[src/sv/bfd_pkg.sv]
package bfd_pkg;

    // default glyph capacity of the width memory
    localparam int MAX_GLYPHS_DEF = 256;

    // stream geometry
    localparam int WORD_BITS      = 32;
    localparam int WIDTHS_PER_WORD = 4;

    // top level sequencer
    typedef enum logic [2:0] {
        ST_HEADER,
        ST_WIDTHS,
        ST_FETCH,
        ST_LOAD,
        ST_WORD,
        ST_RUN
    } bfd_state_t;

    // bit decoder inside one glyph row
    typedef enum logic [2:0] {
        SUB_FLAG,
        SUB_PIXEL,
        SUB_A1,
        SUB_A2,
        SUB_A3
    } bfd_sub_t;

    // one result item
    typedef struct packed {
        logic [7:0]  glyph_index;
        logic [8:0]  char_code;
        logic [7:0]  row;
        logic [7:0]  column;
        logic [7:0]  alpha;
        logic [7:0]  run_length;
        logic [23:0] pixel_offset;
        logic        last_of_glyph;
        logic        last_of_font;
    } bfd_run_t;

    // alpha for a three bit level: (255 * (n + 1)) >> 3
    function automatic logic [7:0] bfd_alpha(input logic [2:0] level);
        logic [7:0] a;
        case (level)
            3'd0:    a = 8'd31;
            3'd1:    a = 8'd63;
            3'd2:    a = 8'd95;
            3'd3:    a = 8'd127;
            3'd4:    a = 8'd159;
            3'd5:    a = 8'd191;
            3'd6:    a = 8'd223;
            default: a = 8'd255;
        endcase
        return a;
    endfunction

endpackage

[src/sv/bfd_word_if.sv]
interface bfd_word_if;
    logic        valid;
    logic        ready;
    logic [31:0] stream_word;

    modport source (output valid, output stream_word, input ready);
    modport sink (input valid, input stream_word, output ready);
endinterface

[src/sv/bfd_run_if.sv]
interface bfd_run_if;
    logic        valid;
    logic        ready;
    logic [7:0]  glyph_index;
    logic [8:0]  char_code;
    logic [7:0]  row;
    logic [7:0]  column;
    logic [7:0]  alpha;
    logic [7:0]  run_length;
    logic [23:0] pixel_offset;
    logic        last_of_glyph;
    logic        last_of_font;

    modport source (
        output valid, input ready,
        output glyph_index, output char_code, output row, output column,
        output alpha, output run_length, output pixel_offset,
        output last_of_glyph, output last_of_font
    );
    modport sink (
        input valid, output ready,
        input glyph_index, input char_code, input row, input column,
        input alpha, input run_length, input pixel_offset,
        input last_of_glyph, input last_of_font
    );
endinterface

[src/sv/bitmap_font_decompressor.sv]
// Compressed bitmap font decoder. Words arrive on the words channel: a header
// (start character, glyph count, height), then the packed glyph widths, then an
// LSB-first bit stream; pixel runs leave on the runs channel, alpha only, each
// with its glyph, row, column and offset in the packed bitmap, and one end
// marker with the total bitmap size closes every font. Widths go to a
// synchronous memory of (MAX_GLYPHS+3)/4 words. A bit word is accepted, then
// decoded bit by bit, and the decoder then notices that it is used up. Each
// time it moves to the next glyph, the decoder steps the glyph index and then
// reads the width memory in the fetch and load states. The bit decoder stalls
// on a step that emits a result, and on the end marker, while a result waits
// in the output register and the runs channel is not ready.
module bitmap_font_decompressor #(
    parameter int MAX_GLYPHS = bfd_pkg::MAX_GLYPHS_DEF,
    localparam int WordDepth = (MAX_GLYPHS + bfd_pkg::WIDTHS_PER_WORD - 1)
                               / bfd_pkg::WIDTHS_PER_WORD,
    localparam int AddrW = (WordDepth > 1) ? $clog2(WordDepth) : 1
) (
    input  logic      clk,
    input  logic      rst_n,
    bfd_word_if.sink  words,
    bfd_run_if.source runs
);

    logic              ram_we;
    logic [AddrW-1:0]  ram_waddr;
    logic [31:0]       ram_wdata;
    logic [AddrW-1:0]  ram_raddr;
    logic [31:0]       ram_rdata;
    logic              slot_free;
    logic              push;
    bfd_pkg::bfd_run_t run;

    // glyph width memory, four widths per word
    bfd_ram #(
        .WIDTH (32),
        .DEPTH (WordDepth)
    ) u_width_ram (
        .clk   (clk),
        .we    (ram_we),
        .waddr (ram_waddr),
        .wdata (ram_wdata),
        .raddr (ram_raddr),
        .rdata (ram_rdata)
    );

    // stream parser and bit decoder
    bfd_decoder #(
        .MAX_GLYPHS (MAX_GLYPHS)
    ) u_decoder (
        .clk       (clk),
        .rst_n     (rst_n),
        .words     (words),
        .ram_we    (ram_we),
        .ram_waddr (ram_waddr),
        .ram_wdata (ram_wdata),
        .ram_raddr (ram_raddr),
        .ram_rdata (ram_rdata),
        .slot_free (slot_free),
        .push      (push),
        .run       (run)
    );

    // output register
    bfd_out u_out (
        .clk       (clk),
        .rst_n     (rst_n),
        .push      (push),
        .run       (run),
        .slot_free (slot_free),
        .runs      (runs)
    );

    // a pending result is never overwritten
    a_push_free: assert property (@(posedge clk) disable iff (!rst_n)
        push |-> slot_free)
        else $error("result pushed into a full output register");

    // width memory is written only by an accepted word
    a_write_accept: assert property (@(posedge clk) disable iff (!rst_n)
        ram_we |-> (words.valid && words.ready))
        else $error("width memory written without an accepted word");

    // end marker has zero length and closes no glyph
    a_marker_shape: assert property (@(posedge clk) disable iff (!rst_n)
        (runs.valid && runs.last_of_font) |->
            ((runs.run_length == 8'd0) && !runs.last_of_glyph))
        else $error("malformed end of font marker");

    // zero length appears only on the end marker
    a_zero_len: assert property (@(posedge clk) disable iff (!rst_n)
        (runs.valid && (runs.run_length == 8'd0)) |-> runs.last_of_font)
        else $error("empty run that is not the end marker");

endmodule

[src/sv/bfd_ram.sv]
module bfd_ram #(
    parameter int WIDTH = 32,
    parameter int DEPTH = 64,
    localparam int AddrW = (DEPTH > 1) ? $clog2(DEPTH) : 1
) (
    input  logic             clk,
    input  logic             we,
    input  logic [AddrW-1:0] waddr,
    input  logic [WIDTH-1:0] wdata,
    input  logic [AddrW-1:0] raddr,
    output logic [WIDTH-1:0] rdata
);

    logic [WIDTH-1:0] mem_reg [DEPTH];
    logic [WIDTH-1:0] rdata_reg;

    // single write port, registered read port
    always_ff @(posedge clk)
    begin
        if (we)
        begin
            mem_reg[waddr] <= wdata;
        end
        rdata_reg <= mem_reg[raddr];
    end

    assign rdata = rdata_reg;

endmodule

[src/sv/bfd_out.sv]
module bfd_out (
    input  logic              clk,
    input  logic              rst_n,
    input  logic              push,
    input  bfd_pkg::bfd_run_t run,
    output logic              slot_free,
    bfd_run_if.source         runs
);

    logic              valid_reg;
    logic              valid_next;
    bfd_pkg::bfd_run_t data_reg;

    // slot opens when empty or being drained this cycle
    assign slot_free = !valid_reg || runs.ready;

    always_comb
    begin
        valid_next = valid_reg;
        if (push)
        begin
            valid_next = 1'b1;
        end
        else if (runs.ready)
        begin
            valid_next = 1'b0;
        end
    end

    always_ff @(posedge clk or negedge rst_n)
    begin
        if (!rst_n)
        begin
            valid_reg <= 1'b0;
        end
        else
        begin
            valid_reg <= valid_next;
        end
    end

    always_ff @(posedge clk)
    begin
        if (push)
        begin
            data_reg <= run;
        end
    end

    // drive the result channel
    assign runs.valid         = valid_reg;
    assign runs.glyph_index   = data_reg.glyph_index;
    assign runs.char_code     = data_reg.char_code;
    assign runs.row           = data_reg.row;
    assign runs.column        = data_reg.column;
    assign runs.alpha         = data_reg.alpha;
    assign runs.run_length    = data_reg.run_length;
    assign runs.pixel_offset  = data_reg.pixel_offset;
    assign runs.last_of_glyph = data_reg.last_of_glyph;
    assign runs.last_of_font  = data_reg.last_of_font;

endmodule

[src/sv/bfd_decoder.sv]
module bfd_decoder #(
    parameter int MAX_GLYPHS = bfd_pkg::MAX_GLYPHS_DEF,
    localparam int WordDepth = (MAX_GLYPHS + bfd_pkg::WIDTHS_PER_WORD - 1)
                               / bfd_pkg::WIDTHS_PER_WORD,
    localparam int AddrW = (WordDepth > 1) ? $clog2(WordDepth) : 1
) (
    input  logic              clk,
    input  logic              rst_n,
    bfd_word_if.sink          words,
    output logic              ram_we,
    output logic [AddrW-1:0]  ram_waddr,
    output logic [31:0]       ram_wdata,
    output logic [AddrW-1:0]  ram_raddr,
    input  logic [31:0]       ram_rdata,
    input  logic              slot_free,
    output logic              push,
    output bfd_pkg::bfd_run_t run
);

    bfd_pkg::bfd_state_t state_reg, state_next;
    bfd_pkg::bfd_sub_t   sub_reg, sub_next;
    logic [7:0]  start_char_reg, start_char_next;
    logic [7:0]  count_reg, count_next;
    logic [7:0]  height_reg, height_next;
    logic [6:0]  wcnt_reg, wcnt_next;
    logic [31:0] buf_reg, buf_next;
    logic [5:0]  bits_reg, bits_next;
    logic        live_reg, live_next;
    logic [8:0]  glyph_reg, glyph_next;
    logic [7:0]  row_reg, row_next;
    logic [7:0]  col_reg, col_next;
    logic [2:0]  level_reg, level_next;
    logic [23:0] row_base_reg, row_base_next;
    logic [7:0]  width_reg, width_next;

    logic        in_fire;
    logic [8:0]  eff_count;
    logic        done_c;
    logic        adv_c;
    logic        step_c;
    logic        bit_c;
    logic        emit_c;
    logic        go_c;
    logic        row_last;
    logic        col_last;
    logic [2:0]  level_full;
    logic [6:0]  width_words;
    logic [23:0] pix_offset;
    logic [23:0] row_base_inc;

    // shared decode of the current step
    assign in_fire     = words.valid && words.ready;
    assign eff_count   = ({1'b0, count_reg} < 9'(MAX_GLYPHS)) ? {1'b0, count_reg}
                                                               : 9'(MAX_GLYPHS);
    assign done_c      = (height_reg == 8'd0) || (glyph_reg >= eff_count);
    assign adv_c       = (row_reg == height_reg);
    assign step_c      = (state_reg == bfd_pkg::ST_RUN) && !done_c && !adv_c
                         && (bits_reg != 6'd0);
    assign bit_c       = buf_reg[0];
    assign row_last    = (9'(row_reg) + 9'd1) == {1'b0, height_reg};
    assign col_last    = (9'(col_reg) + 9'd1) == {1'b0, width_reg};
    assign level_full  = {level_reg[1:0], bit_c};
    assign width_words = 7'(({1'b0, count_reg} + 9'd3) >> 2);
    assign pix_offset  = row_base_reg + 24'(col_reg);
    assign row_base_inc = row_base_reg + 24'(width_reg);

    always_comb
    begin
        case (sub_reg)
            bfd_pkg::SUB_FLAG:  emit_c = !bit_c && (width_reg != 8'd0);
            bfd_pkg::SUB_PIXEL: emit_c = !bit_c;
            bfd_pkg::SUB_A3:    emit_c = 1'b1;
            default:            emit_c = 1'b0;
        endcase
    end

    assign go_c = step_c && (!emit_c || slot_free);

    // width memory ports
    assign ram_we    = (state_reg == bfd_pkg::ST_WIDTHS) && in_fire
                       && (wcnt_reg < 7'(WordDepth));
    assign ram_waddr = AddrW'(wcnt_reg);
    assign ram_wdata = words.stream_word;
    assign ram_raddr = AddrW'(glyph_reg >> 2);

    // next state
    always_comb
    begin
        state_next = state_reg;
        case (state_reg)
            bfd_pkg::ST_HEADER:
            begin
                if (in_fire)
                begin
                    state_next = (words.stream_word[15:8] == 8'd0) ? bfd_pkg::ST_WORD
                                                                  : bfd_pkg::ST_WIDTHS;
                end
            end
            bfd_pkg::ST_WIDTHS:
            begin
                if (in_fire && ((wcnt_reg + 7'd1) >= width_words))
                begin
                    state_next = bfd_pkg::ST_FETCH;
                end
            end
            bfd_pkg::ST_FETCH:
            begin
                state_next = bfd_pkg::ST_LOAD;
            end
            bfd_pkg::ST_LOAD:
            begin
                state_next = live_reg ? bfd_pkg::ST_RUN : bfd_pkg::ST_WORD;
            end
            bfd_pkg::ST_WORD:
            begin
                if (in_fire)
                begin
                    state_next = bfd_pkg::ST_RUN;
                end
            end
            bfd_pkg::ST_RUN:
            begin
                if (done_c)
                begin
                    if (slot_free)
                    begin
                        state_next = bfd_pkg::ST_HEADER;
                    end
                end
                else if (adv_c)
                begin
                    state_next = bfd_pkg::ST_FETCH;
                end
                else if (bits_reg == 6'd0)
                begin
                    state_next = bfd_pkg::ST_WORD;
                end
            end
            default:
            begin
                state_next = bfd_pkg::ST_HEADER;
            end
        endcase
    end

    // handshake and result request
    always_comb
    begin
        words.ready = (state_reg == bfd_pkg::ST_HEADER) || (state_reg == bfd_pkg::ST_WIDTHS)
                      || (state_reg == bfd_pkg::ST_WORD);
        push = 1'b0;
        run.glyph_index   = glyph_reg[7:0];
        run.char_code     = {1'b0, start_char_reg} + {1'b0, glyph_reg[7:0]};
        run.row           = row_reg;
        run.column        = col_reg;
        run.alpha         = 8'd0;
        run.run_length    = 8'd1;
        run.pixel_offset  = pix_offset;
        run.last_of_glyph = row_last && col_last;
        run.last_of_font  = 1'b0;
        if ((state_reg == bfd_pkg::ST_RUN) && done_c)
        begin
            // end of font marker
            push = slot_free;
            run.glyph_index   = 8'd0;
            run.char_code     = {1'b0, start_char_reg};
            run.row           = 8'd0;
            run.column        = 8'd0;
            run.run_length    = 8'd0;
            run.pixel_offset  = row_base_reg;
            run.last_of_glyph = 1'b0;
            run.last_of_font  = 1'b1;
        end
        else if (go_c && emit_c)
        begin
            push = 1'b1;
            if (sub_reg == bfd_pkg::SUB_FLAG)
            begin
                // transparent full row
                run.column        = 8'd0;
                run.run_length    = width_reg;
                run.pixel_offset  = row_base_reg;
                run.last_of_glyph = row_last;
            end
            else if (sub_reg == bfd_pkg::SUB_A3)
            begin
                run.alpha = bfd_pkg::bfd_alpha(level_full);
            end
        end
    end

    // datapath next values
    always_comb
    begin
        sub_next        = sub_reg;
        start_char_next = start_char_reg;
        count_next      = count_reg;
        height_next     = height_reg;
        wcnt_next       = wcnt_reg;
        buf_next        = buf_reg;
        bits_next       = bits_reg;
        live_next       = live_reg;
        glyph_next      = glyph_reg;
        row_next        = row_reg;
        col_next        = col_reg;
        level_next      = level_reg;
        row_base_next   = row_base_reg;
        width_next      = width_reg;
        case (state_reg)
            bfd_pkg::ST_HEADER:
            begin
                if (in_fire)
                begin
                    start_char_next = words.stream_word[7:0];
                    count_next      = words.stream_word[15:8];
                    height_next     = words.stream_word[23:16];
                    wcnt_next       = 7'd0;
                    live_next       = 1'b0;
                    glyph_next      = 9'd0;
                    row_next        = 8'd0;
                    col_next        = 8'd0;
                    sub_next        = bfd_pkg::SUB_FLAG;
                    level_next      = 3'd0;
                    row_base_next   = 24'd0;
                end
            end
            bfd_pkg::ST_WIDTHS:
            begin
                if (in_fire)
                begin
                    wcnt_next = wcnt_reg + 7'd1;
                end
            end
            bfd_pkg::ST_LOAD:
            begin
                // pick this glyph's byte out of the memory word
                width_next = ram_rdata[8 * glyph_reg[1:0] +: 8];
            end
            bfd_pkg::ST_WORD:
            begin
                if (in_fire)
                begin
                    buf_next  = words.stream_word;
                    bits_next = 6'(bfd_pkg::WORD_BITS);
                    live_next = 1'b1;
                end
            end
            bfd_pkg::ST_RUN:
            begin
                if (done_c)
                begin
                    if (slot_free)
                    begin
                        glyph_next    = 9'd0;
                        row_next      = 8'd0;
                        col_next      = 8'd0;
                        sub_next      = bfd_pkg::SUB_FLAG;
                        row_base_next = 24'd0;
                        bits_next     = 6'd0;
                        buf_next      = 32'd0;
                        live_next     = 1'b0;
                    end
                end
                else if (adv_c)
                begin
                    // glyph finished, its end offset is the next glyph base
                    glyph_next = glyph_reg + 9'd1;
                    row_next   = 8'd0;
                    col_next   = 8'd0;
                    sub_next   = bfd_pkg::SUB_FLAG;
                end
                else if (bits_reg == 6'd0)
                begin
                    live_next = 1'b0;
                end
                else if (go_c)
                begin
                    buf_next  = buf_reg >> 1;
                    bits_next = bits_reg - 6'd1;
                    case (sub_reg)
                        bfd_pkg::SUB_FLAG:
                        begin
                            if (!bit_c || (width_reg == 8'd0))
                            begin
                                row_next      = row_reg + 8'd1;
                                row_base_next = row_base_inc;
                            end
                            else
                            begin
                                col_next = 8'd0;
                                sub_next = bfd_pkg::SUB_PIXEL;
                            end
                        end
                        bfd_pkg::SUB_PIXEL:
                        begin
                            if (bit_c)
                            begin
                                level_next = 3'd0;
                                sub_next   = bfd_pkg::SUB_A1;
                            end
                            else if (col_last)
                            begin
                                col_next      = 8'd0;
                                row_next      = row_reg + 8'd1;
                                row_base_next = row_base_inc;
                                sub_next      = bfd_pkg::SUB_FLAG;
                            end
                            else
                            begin
                                col_next = col_reg + 8'd1;
                            end
                        end
                        bfd_pkg::SUB_A1:
                        begin
                            level_next = level_full;
                            sub_next   = bfd_pkg::SUB_A2;
                        end
                        bfd_pkg::SUB_A2:
                        begin
                            level_next = level_full;
                            sub_next   = bfd_pkg::SUB_A3;
                        end
                        bfd_pkg::SUB_A3:
                        begin
                            level_next = level_full;
                            if (col_last)
                            begin
                                col_next      = 8'd0;
                                row_next      = row_reg + 8'd1;
                                row_base_next = row_base_inc;
                                sub_next      = bfd_pkg::SUB_FLAG;
                            end
                            else
                            begin
                                col_next = col_reg + 8'd1;
                                sub_next = bfd_pkg::SUB_PIXEL;
                            end
                        end
                        default:
                        begin
                            sub_next = bfd_pkg::SUB_FLAG;
                        end
                    endcase
                end
            end
            default:
            begin
            end
        endcase
    end

    // control registers
    always_ff @(posedge clk or negedge rst_n)
    begin
        if (!rst_n)
        begin
            state_reg    <= bfd_pkg::ST_HEADER;
            sub_reg      <= bfd_pkg::SUB_FLAG;
            count_reg    <= 8'd0;
            height_reg   <= 8'd0;
            wcnt_reg     <= 7'd0;
            bits_reg     <= 6'd0;
            live_reg     <= 1'b0;
            glyph_reg    <= 9'd0;
            row_reg      <= 8'd0;
            col_reg      <= 8'd0;
            row_base_reg <= 24'd0;
        end
        else
        begin
            state_reg    <= state_next;
            sub_reg      <= sub_next;
            count_reg    <= count_next;
            height_reg   <= height_next;
            wcnt_reg     <= wcnt_next;
            bits_reg     <= bits_next;
            live_reg     <= live_next;
            glyph_reg    <= glyph_next;
            row_reg      <= row_next;
            col_reg      <= col_next;
            row_base_reg <= row_base_next;
        end
    end

    // payload registers
    always_ff @(posedge clk)
    begin
        start_char_reg <= start_char_next;
        buf_reg        <= buf_next;
        level_reg      <= level_next;
        width_reg      <= width_next;
    end

endmodule
[src/flat_wrapper.sv]
// flat-port wrapper written by rule: the top's interface ports become plain ports
module bitmap_font_decompressor_flat 
#(
    parameter int MAX_GLYPHS = bfd_pkg::MAX_GLYPHS_DEF,
    localparam int WordDepth = (MAX_GLYPHS + bfd_pkg::WIDTHS_PER_WORD - 1)
                               / bfd_pkg::WIDTHS_PER_WORD,
    localparam int AddrW = (WordDepth > 1) ? $clog2(WordDepth) : 1
)
  (clk, rst_n, words_valid, words_stream_word, words_ready, runs_valid, runs_ready, runs_glyph_index, runs_char_code, runs_row, runs_column, runs_alpha, runs_run_length, runs_pixel_offset, runs_last_of_glyph, runs_last_of_font);
  bfd_word_if words_i ();
  bfd_run_if runs_i ();
  input  logic clk;
  input  logic rst_n;
  input wire logic [$bits(words_i.valid)-1:0] words_valid;
  input wire logic [$bits(words_i.stream_word)-1:0] words_stream_word;
  output wire logic [$bits(words_i.ready)-1:0] words_ready;
  output wire logic [$bits(runs_i.valid)-1:0] runs_valid;
  input wire logic [$bits(runs_i.ready)-1:0] runs_ready;
  output wire logic [$bits(runs_i.glyph_index)-1:0] runs_glyph_index;
  output wire logic [$bits(runs_i.char_code)-1:0] runs_char_code;
  output wire logic [$bits(runs_i.row)-1:0] runs_row;
  output wire logic [$bits(runs_i.column)-1:0] runs_column;
  output wire logic [$bits(runs_i.alpha)-1:0] runs_alpha;
  output wire logic [$bits(runs_i.run_length)-1:0] runs_run_length;
  output wire logic [$bits(runs_i.pixel_offset)-1:0] runs_pixel_offset;
  output wire logic [$bits(runs_i.last_of_glyph)-1:0] runs_last_of_glyph;
  output wire logic [$bits(runs_i.last_of_font)-1:0] runs_last_of_font;
  assign words_i.valid = words_valid;
  assign words_i.stream_word = words_stream_word;
  assign words_ready = words_i.ready;
  assign runs_valid = runs_i.valid;
  assign runs_i.ready = runs_ready;
  assign runs_glyph_index = runs_i.glyph_index;
  assign runs_char_code = runs_i.char_code;
  assign runs_row = runs_i.row;
  assign runs_column = runs_i.column;
  assign runs_alpha = runs_i.alpha;
  assign runs_run_length = runs_i.run_length;
  assign runs_pixel_offset = runs_i.pixel_offset;
  assign runs_last_of_glyph = runs_i.last_of_glyph;
  assign runs_last_of_font = runs_i.last_of_font;
  bitmap_font_decompressor #(.MAX_GLYPHS(MAX_GLYPHS)) u_core (.clk(clk), .rst_n(rst_n), .words(words_i), .runs(runs_i));
endmodule
[config.mk]
export PLATFORM = sky130hd
export DESIGN_NAME = bitmap_font_decompressor_flat
export DESIGN_NICKNAME = d
export VERILOG_FILES = /design/src/sv/bfd_pkg.sv /design/src/sv/bfd_word_if.sv /design/src/sv/bfd_run_if.sv /design/src/sv/bitmap_font_decompressor.sv /design/src/sv/bfd_ram.sv /design/src/sv/bfd_out.sv /design/src/sv/bfd_decoder.sv /design/src/flat_wrapper.sv
export SDC_FILE = /design/constraint.sdc
export NUM_CORES = 2
export LEC_CHECK = 0
export BUFFER_PORTS_ARGS = -buffer_cell sky130_fd_sc_hd__buf_2
export CORE_ASPECT_RATIO = 0.9
export CORE_MARGIN = 2
export CORE_UTILIZATION = 35
export CTS_CLUSTER_DIAMETER = 30
export DETAILED_ROUTE_END_ITERATION = 7
export GPL_TIMING_DRIVEN = 1
export PLACE_DENSITY = 0.53
export SYNTH_ARGS = -nofsm -noshare
export SYNTH_HDL_FRONTEND = slang
export SYNTH_SLANG_ARGS = --single-unit
[constraint.sdc]
create_clock -name clk -period 12.14 [get_ports clk]
set_input_delay 2.428 -clock clk [delete_from_list [all_inputs] [get_ports clk]]
set_output_delay 2.428 -clock clk [all_outputs]
set_load 0.01 [all_outputs]
Word-level counts from Yosys, hierarchy flattened. Memories as Yosys holds them, arrays and structs flattened. A register that Yosys moved wholly into a read port is not among the register bits. Index checks and enable logic that the tools add are counted.

Flip-flop bits (word level): 211. Latch bits: 0. Bits in writable memories: 2048. Bits in read-only memories: 0. Bits of input ports: 36. Output and inout bits: 77. Logic and storage cells: 246. Memories: 1.

Memories: u_core.u_width_ram.mem_reg (words 64, bits a word 32, read ports 1, clocked after Yosys merged registers in 1, write ports 1, line bfd_ram.sv:14) `logic [WIDTH-1:0] mem_reg [DEPTH];`.

Add/subtract/negate cells: 11. $mul: 0. Divide/modulo/power cells: 0. Order comparisons: 3. Eq/ne operators: 45. Shifts and indexed selects: 1. Mux-type cells: 104. Bitwise logic cells: 3. Reductions and logical operators: 51.

Operators with widths (number): two-way mux 24 bit (9); two-way mux 32 bit (6); two-way mux 8 bit (19); one-hot mux 24 bit (3 select lines) (1); one-hot mux 32 bit (2 select lines) (1); one-hot mux 8 bit (7 select lines) (1); two-way mux 49 bit (1); adder 24 x 8 -> 24 bit (2); two-way mux 3 bit (16); one-hot mux 24 bit (2 select lines) (1); one-hot mux 8 bit (3 select lines) (2); two-way mux 6 bit (6); two-way mux 9 bit (4); two-way mux 33 bit (1); one-hot mux 8 bit (2 select lines) (2); variable part select 32 x 6 -> 8 bit (1); two-way mux 25 bit (1); zero test 8 bit (3); AND reduction 8 bit (3); inequality test 3 bit, second input constant (7); adder 8 x 1 -> 9 bit, second input constant (2); equality test 3 x 2 -> 1 bit, second input constant (6); equality test 3 bit, second input constant (6); equality test 9 x 8 -> 1 bit (2); other kinds (52) (115).

Longest topological paths before layout.
Depth after elaboration: 12. Gate-level depth with buffers: 13. Mapped depth without buffers: 13.

Modules after synthesis. A second synthesis with hierarchy kept.

Cell total of the unflattened synthesis: 4601. Area total of the unflattened synthesis: 90658.2 um^2.

Modules (own cells, without submodules): bfd_ram (instances 1, cells an instance 3511, area an instance 79039.6 um^2, seq. area each 62139.6 um^2); bfd_decoder (instances 1, cells an instance 1012, area an instance 9318.9 um^2, seq. area each 3628.5 um^2); bfd_out (instances 1, cells an instance 78, area an instance 2299.7 um^2, seq. area each 2277.2 um^2).

Worst setup path after synthesis. Ideal clock, no wire load.

Path type: in2reg. From: input runs_ready. To: register u_core.u_out.data_reg (netlist bit u_core.u_out.runs.alpha[4]), enable pin. Library setup time: 598 ps. Arrival time: 7463 ps. Required time: 11542 ps. Path slack: 4079 ps. Stages: 2. Path buffers: 0. Path through: nor2b_1 > o21ai_0.

Word-level cells in the longest chain between the ends: 6.

Ends and longest elaborated chain: start, declared (line flat_wrapper.sv:18) `input wire logic [$bits(runs_i.ready)-1:0] runs_ready;`; logical OR 1 bit * (line bfd_out.sv:15) `assign slot_free = !valid_reg || runs.ready;`; logical OR 1 bit (line bfd_decoder.sv:77) `assign go_c = step_c && (!emit_c || slot_free);`; logical AND 1 bit (line bfd_decoder.sv:77); logical AND 1 bit (line bfd_decoder.sv:174) `else if (go_c && emit_c)`; two-way mux 1 bit (line bfd_decoder.sv:174); two-way mux 1 bit * (line bfd_decoder.sv:161) `if ((state_reg == bfd_pkg::ST_RUN) && done_c)`; net u_core.push (line bitmap_font_decompressor.sv:30) `logic push;`; end signal, assigned (line bfd_out.sv:46) `data_reg <= run;`; end, declared (line bfd_out.sv:12) `bfd_pkg::bfd_run_t data_reg;`.

The timed path passes the listed nets; every way through them passes the cells marked *. A chain may end at the register's enable or synchronous reset.

==> results.py <==
metrics = {
    "global_routing": {
        "grt_max_degree": 131,
        "grt_pass1_wl_um": 349000,
        "groute.layer.met1.usage": 0.292,
        "grt.busiest_layer": "met1",
        "antenna_found_initial": 30,
        "grt.overflow.total": 0,
        "met3_usage": 0.0285,
        "use_met2": 0.278,
        "grt_pass1_vias": 44594,
        "grtUsageTotal": 0.189,
    },
    "min_path": {
        "hold_path_class": "register to register",
    },
    "yosys": {
        "syn_avg_cell_area_um2": 22.2,
        "synth_ff_type": "edfxtp_1",
        "syn-cell-area_um2": 89700,
        "synth_nets": 4127,
        "synthCells": 4044,
        "ys_seq_area_frac": 0.758,
        "async_reset_ff_frac": 0.0376,
        "ys_ff_latch": 2287,
        "synth_cell_type_count": 69,
        "synth-edff-count": 2169,
        "yosys_warnings": 0,
    },
    "worst_setup_path": {
        "slowest_delay_ps": 920,
        "startpoint_type": "register",
        "critical_path_arrival_ps": 5900,
        "worst-setup-path-type": "register to register",
        "crit_path_top_delay_cell": "dfrtp_4",
        "cpMostUsedCell": "mux4_2",
        "crit_required_ps": 12890,
        "cp_cell_sequence": "buf_4, buf_12, buf_4, mux4_2, mux4_2, mux4_2",
        "worst_setup_path_end_kind": "register",
        "timing.reg2reg.setup_slack_ps": 7000,
        "critPathTopFamily": "buffers and inverters",
        "path_buf_inv": 3,
        "crit_path_max_fanout": 98,
    },
    "outcome": {
        "status": "finished clean",
    },
    "clocking": {
        "postCtsHoldBufs": 0,
        "cts_made_buffers": 428,
        "clk_path_buf_depth": 4,
        "path_clk_slew_ps": 50,
        "cts_sinks": 2287,
        "postCtsSetupRepairBufs": 0,
        "insertion_delay_ps": 920,
        "cts_tree": "built",
        "cts_max_level": 5,
        "cts_resized": 0,
        "ctsRootBufferMaster": "clkbuf_16",
    },
    "final_layout": {
        "largest_reg_flops": 2048,
        "utilization": 0.431,
        "fillCellCount": 21608,
        "post-route-cell-area_um2": 110000,
        "areaGrowthSynthToFinish_pct": 22.8,
        "nNetsFinal": 4574,
        "multi_input_area_um2": 21200,
        "seq_area_um2": 67900,
        "layout.cells.non_filler": 8253,
        "drive_gt1_frac": 0.360,
    },
    "die": {
        "die_w_um": 538,
        "die_height_um": 484,
        "core_area_um2": 255000,
        "io_pins": 113,
        "rows": 176,
        "die_area_um2": 260000,
        "start_util": 0.351,
    },
    "sta": {
        "setup_slack_ps": 7000,
        "min_period_over_period": 0.424,
        "clock_skew_ps": 70.0,
        "setup_tns_ps": 0,
        "maxSlewViolCount": 0,
        "tightest_slew_ps": 1220,
        "hold_violations": 0,
        "fin_crit_ps": 5140,
        "setup_violations": 0,
        "slew_headroom": 0.185,
        "max_freq_mhz": 194,
        "rsz0062_at_grt": "false",
    },
    "route": {
        "firstDrtPassIters": 5,
        "via_per_inst": 5.44,
        "num_vias": 44860,
        "drtIter0Drc": 6007,
        "wl_per_cell_um": 30.0,
        "drtAntennaViolNets": 0,
        "wl_um": 248000,
        "drc_errors": 0,
    },
    "flow_run": {
        "maxCapViolCount": 0,
    },
    "power": {
        "ir_drop_mv": 0.123,
        "powerDensity_nw_per_um2": 200,
        "leakagePower_nw": 34.7,
    },
    "place": {
        "dp_slack_ps": 6150,
        "hpwlAfterDp_um": 144000,
        "place_area_um2": 95100,
        "gp_congestion": 0.814,
        "numPortBuffers": 112,
        "dp_cells": 7443,
    },
}
==> worst register-to-register path: stages (launching register included) <==
cell and delay (ps):
dfrtp_4 920, buf_4 710, buf_12 660, buf_4 960, mux4_2 660, mux4_2 620, mux4_2 500
==> metal layers <==
metal / up-vias / wire length (um)
met4: 6 / 4960
met5: - / 41
li1: 18212 / -
met1: 24452 / 114000
met3: 347 / 17100
met2: 1843 / 112000
==> metrics by stage <==
stage / power, mW / hold WS [ps]
6_report: 22.0 / 517
5_1_grt: 22.6 / 534
4_1_cts: 22.2 / 515
3_5_place_dp: 10.1 / 506
3_3_place_gp: 10.0 / 508
2_1_floorplan: 9.57 / 464
==> final timing paths <==
check	from	to	cells after the start
max	u_core.u_decoder.glyph_reg[2]	u_core.u_width_ram.rdata[27]	6
min in group asynchronous	rst_n	u_core.u_decoder.row_base_reg[15]	1
min	u_core.u_decoder.bits_reg[3]	u_core.u_decoder.bits_reg[3]	1
max in group asynchronous	rst_n	u_core.u_decoder.glyph_reg[3]	2
min reg2reg	u_core.u_decoder.bits_reg[3]	u_core.u_decoder.bits_reg[3]	1
max reg2reg	u_core.u_decoder.glyph_reg[2]	u_core.u_width_ram.rdata[27]	6
==> Yosys cell counts (9+ instances only) <==
cell	n	area (um2)
nor4_1	14	87.6
dfxtp_1	32	641
nand4_1	9	56.3
nand2b_1	16	100
ha_1	44	551
edfxtp_1	2169	65100
a21o_1	20	150
o211ai_1	9	67.6
mux4_2	680	15300
clkbuf_1	127	477
nor3_1	20	100
nand2_1	80	300
or3_1	9	56.3
inv_1	40	150
mux2_2	14	158
buf_1	37	139
o21ai_0	57	285
dfrtp_1	86	2150
nor2_1	149	559
o41ai_1	12	105
a21oi_1	39	195
or4_1	14	105
and3_1	23	144
xnor2_1	41	359
xor2_1	28	245
a22o_1	34	298
nor2b_1	16	100
buf_2	46	230
and2_1	23	144
nand3_1	33	165
o31ai_1	16	120
==> area by class of cell <==
type,instances,share of cell area
sequential,2287,0.617
clock buffer,485,0.101
multi-input combinational,1496,0.192
clock inverter,316,0.0346
timing repair buffer,238,0.0147
antenna,9,0.000205
tap,3382,0.0384
inverter,40,0.00136
==> cells by family after synthesis <==
logic type	count (synthesis)	share of synthesized area
buffers and inverters	261	0.0121
xor gates and xnor gates	69	0.00674
muxes	697	0.173
adders and majority gates	47	0.00681
DFF	2287	0.758
and+or+nand+nor	436	0.0243
AOI/OAI and AO/OA	247	0.0196
==> cell usage in the layout (no fill, tap or decap), drive strengths merged, types with 24 or more instances in the layout <==
master    count
a21oi        39
a22o         34
buf         238
bufinv       62
clkbuf      485
clkinv      141
clkinvlp     54
dfrtp        86
dfxtp        32
edfxtp     2169
ha           44
inv          99
mux4        680
nand2        80
nand3        34
nor2        149
nor3         24
o21ai        57
xnor2        41
xor2         28
==> power breakdown <==
group | internal, mW | total [mW] | switching, mW
registers | 8.84 | 8.97 | 0.125
logic | 0.291 | 0.938 | 0.647
clock network | 7.96 | 12.1 | 4.16
No activity file was read; power rests on OpenSTA's default activity.
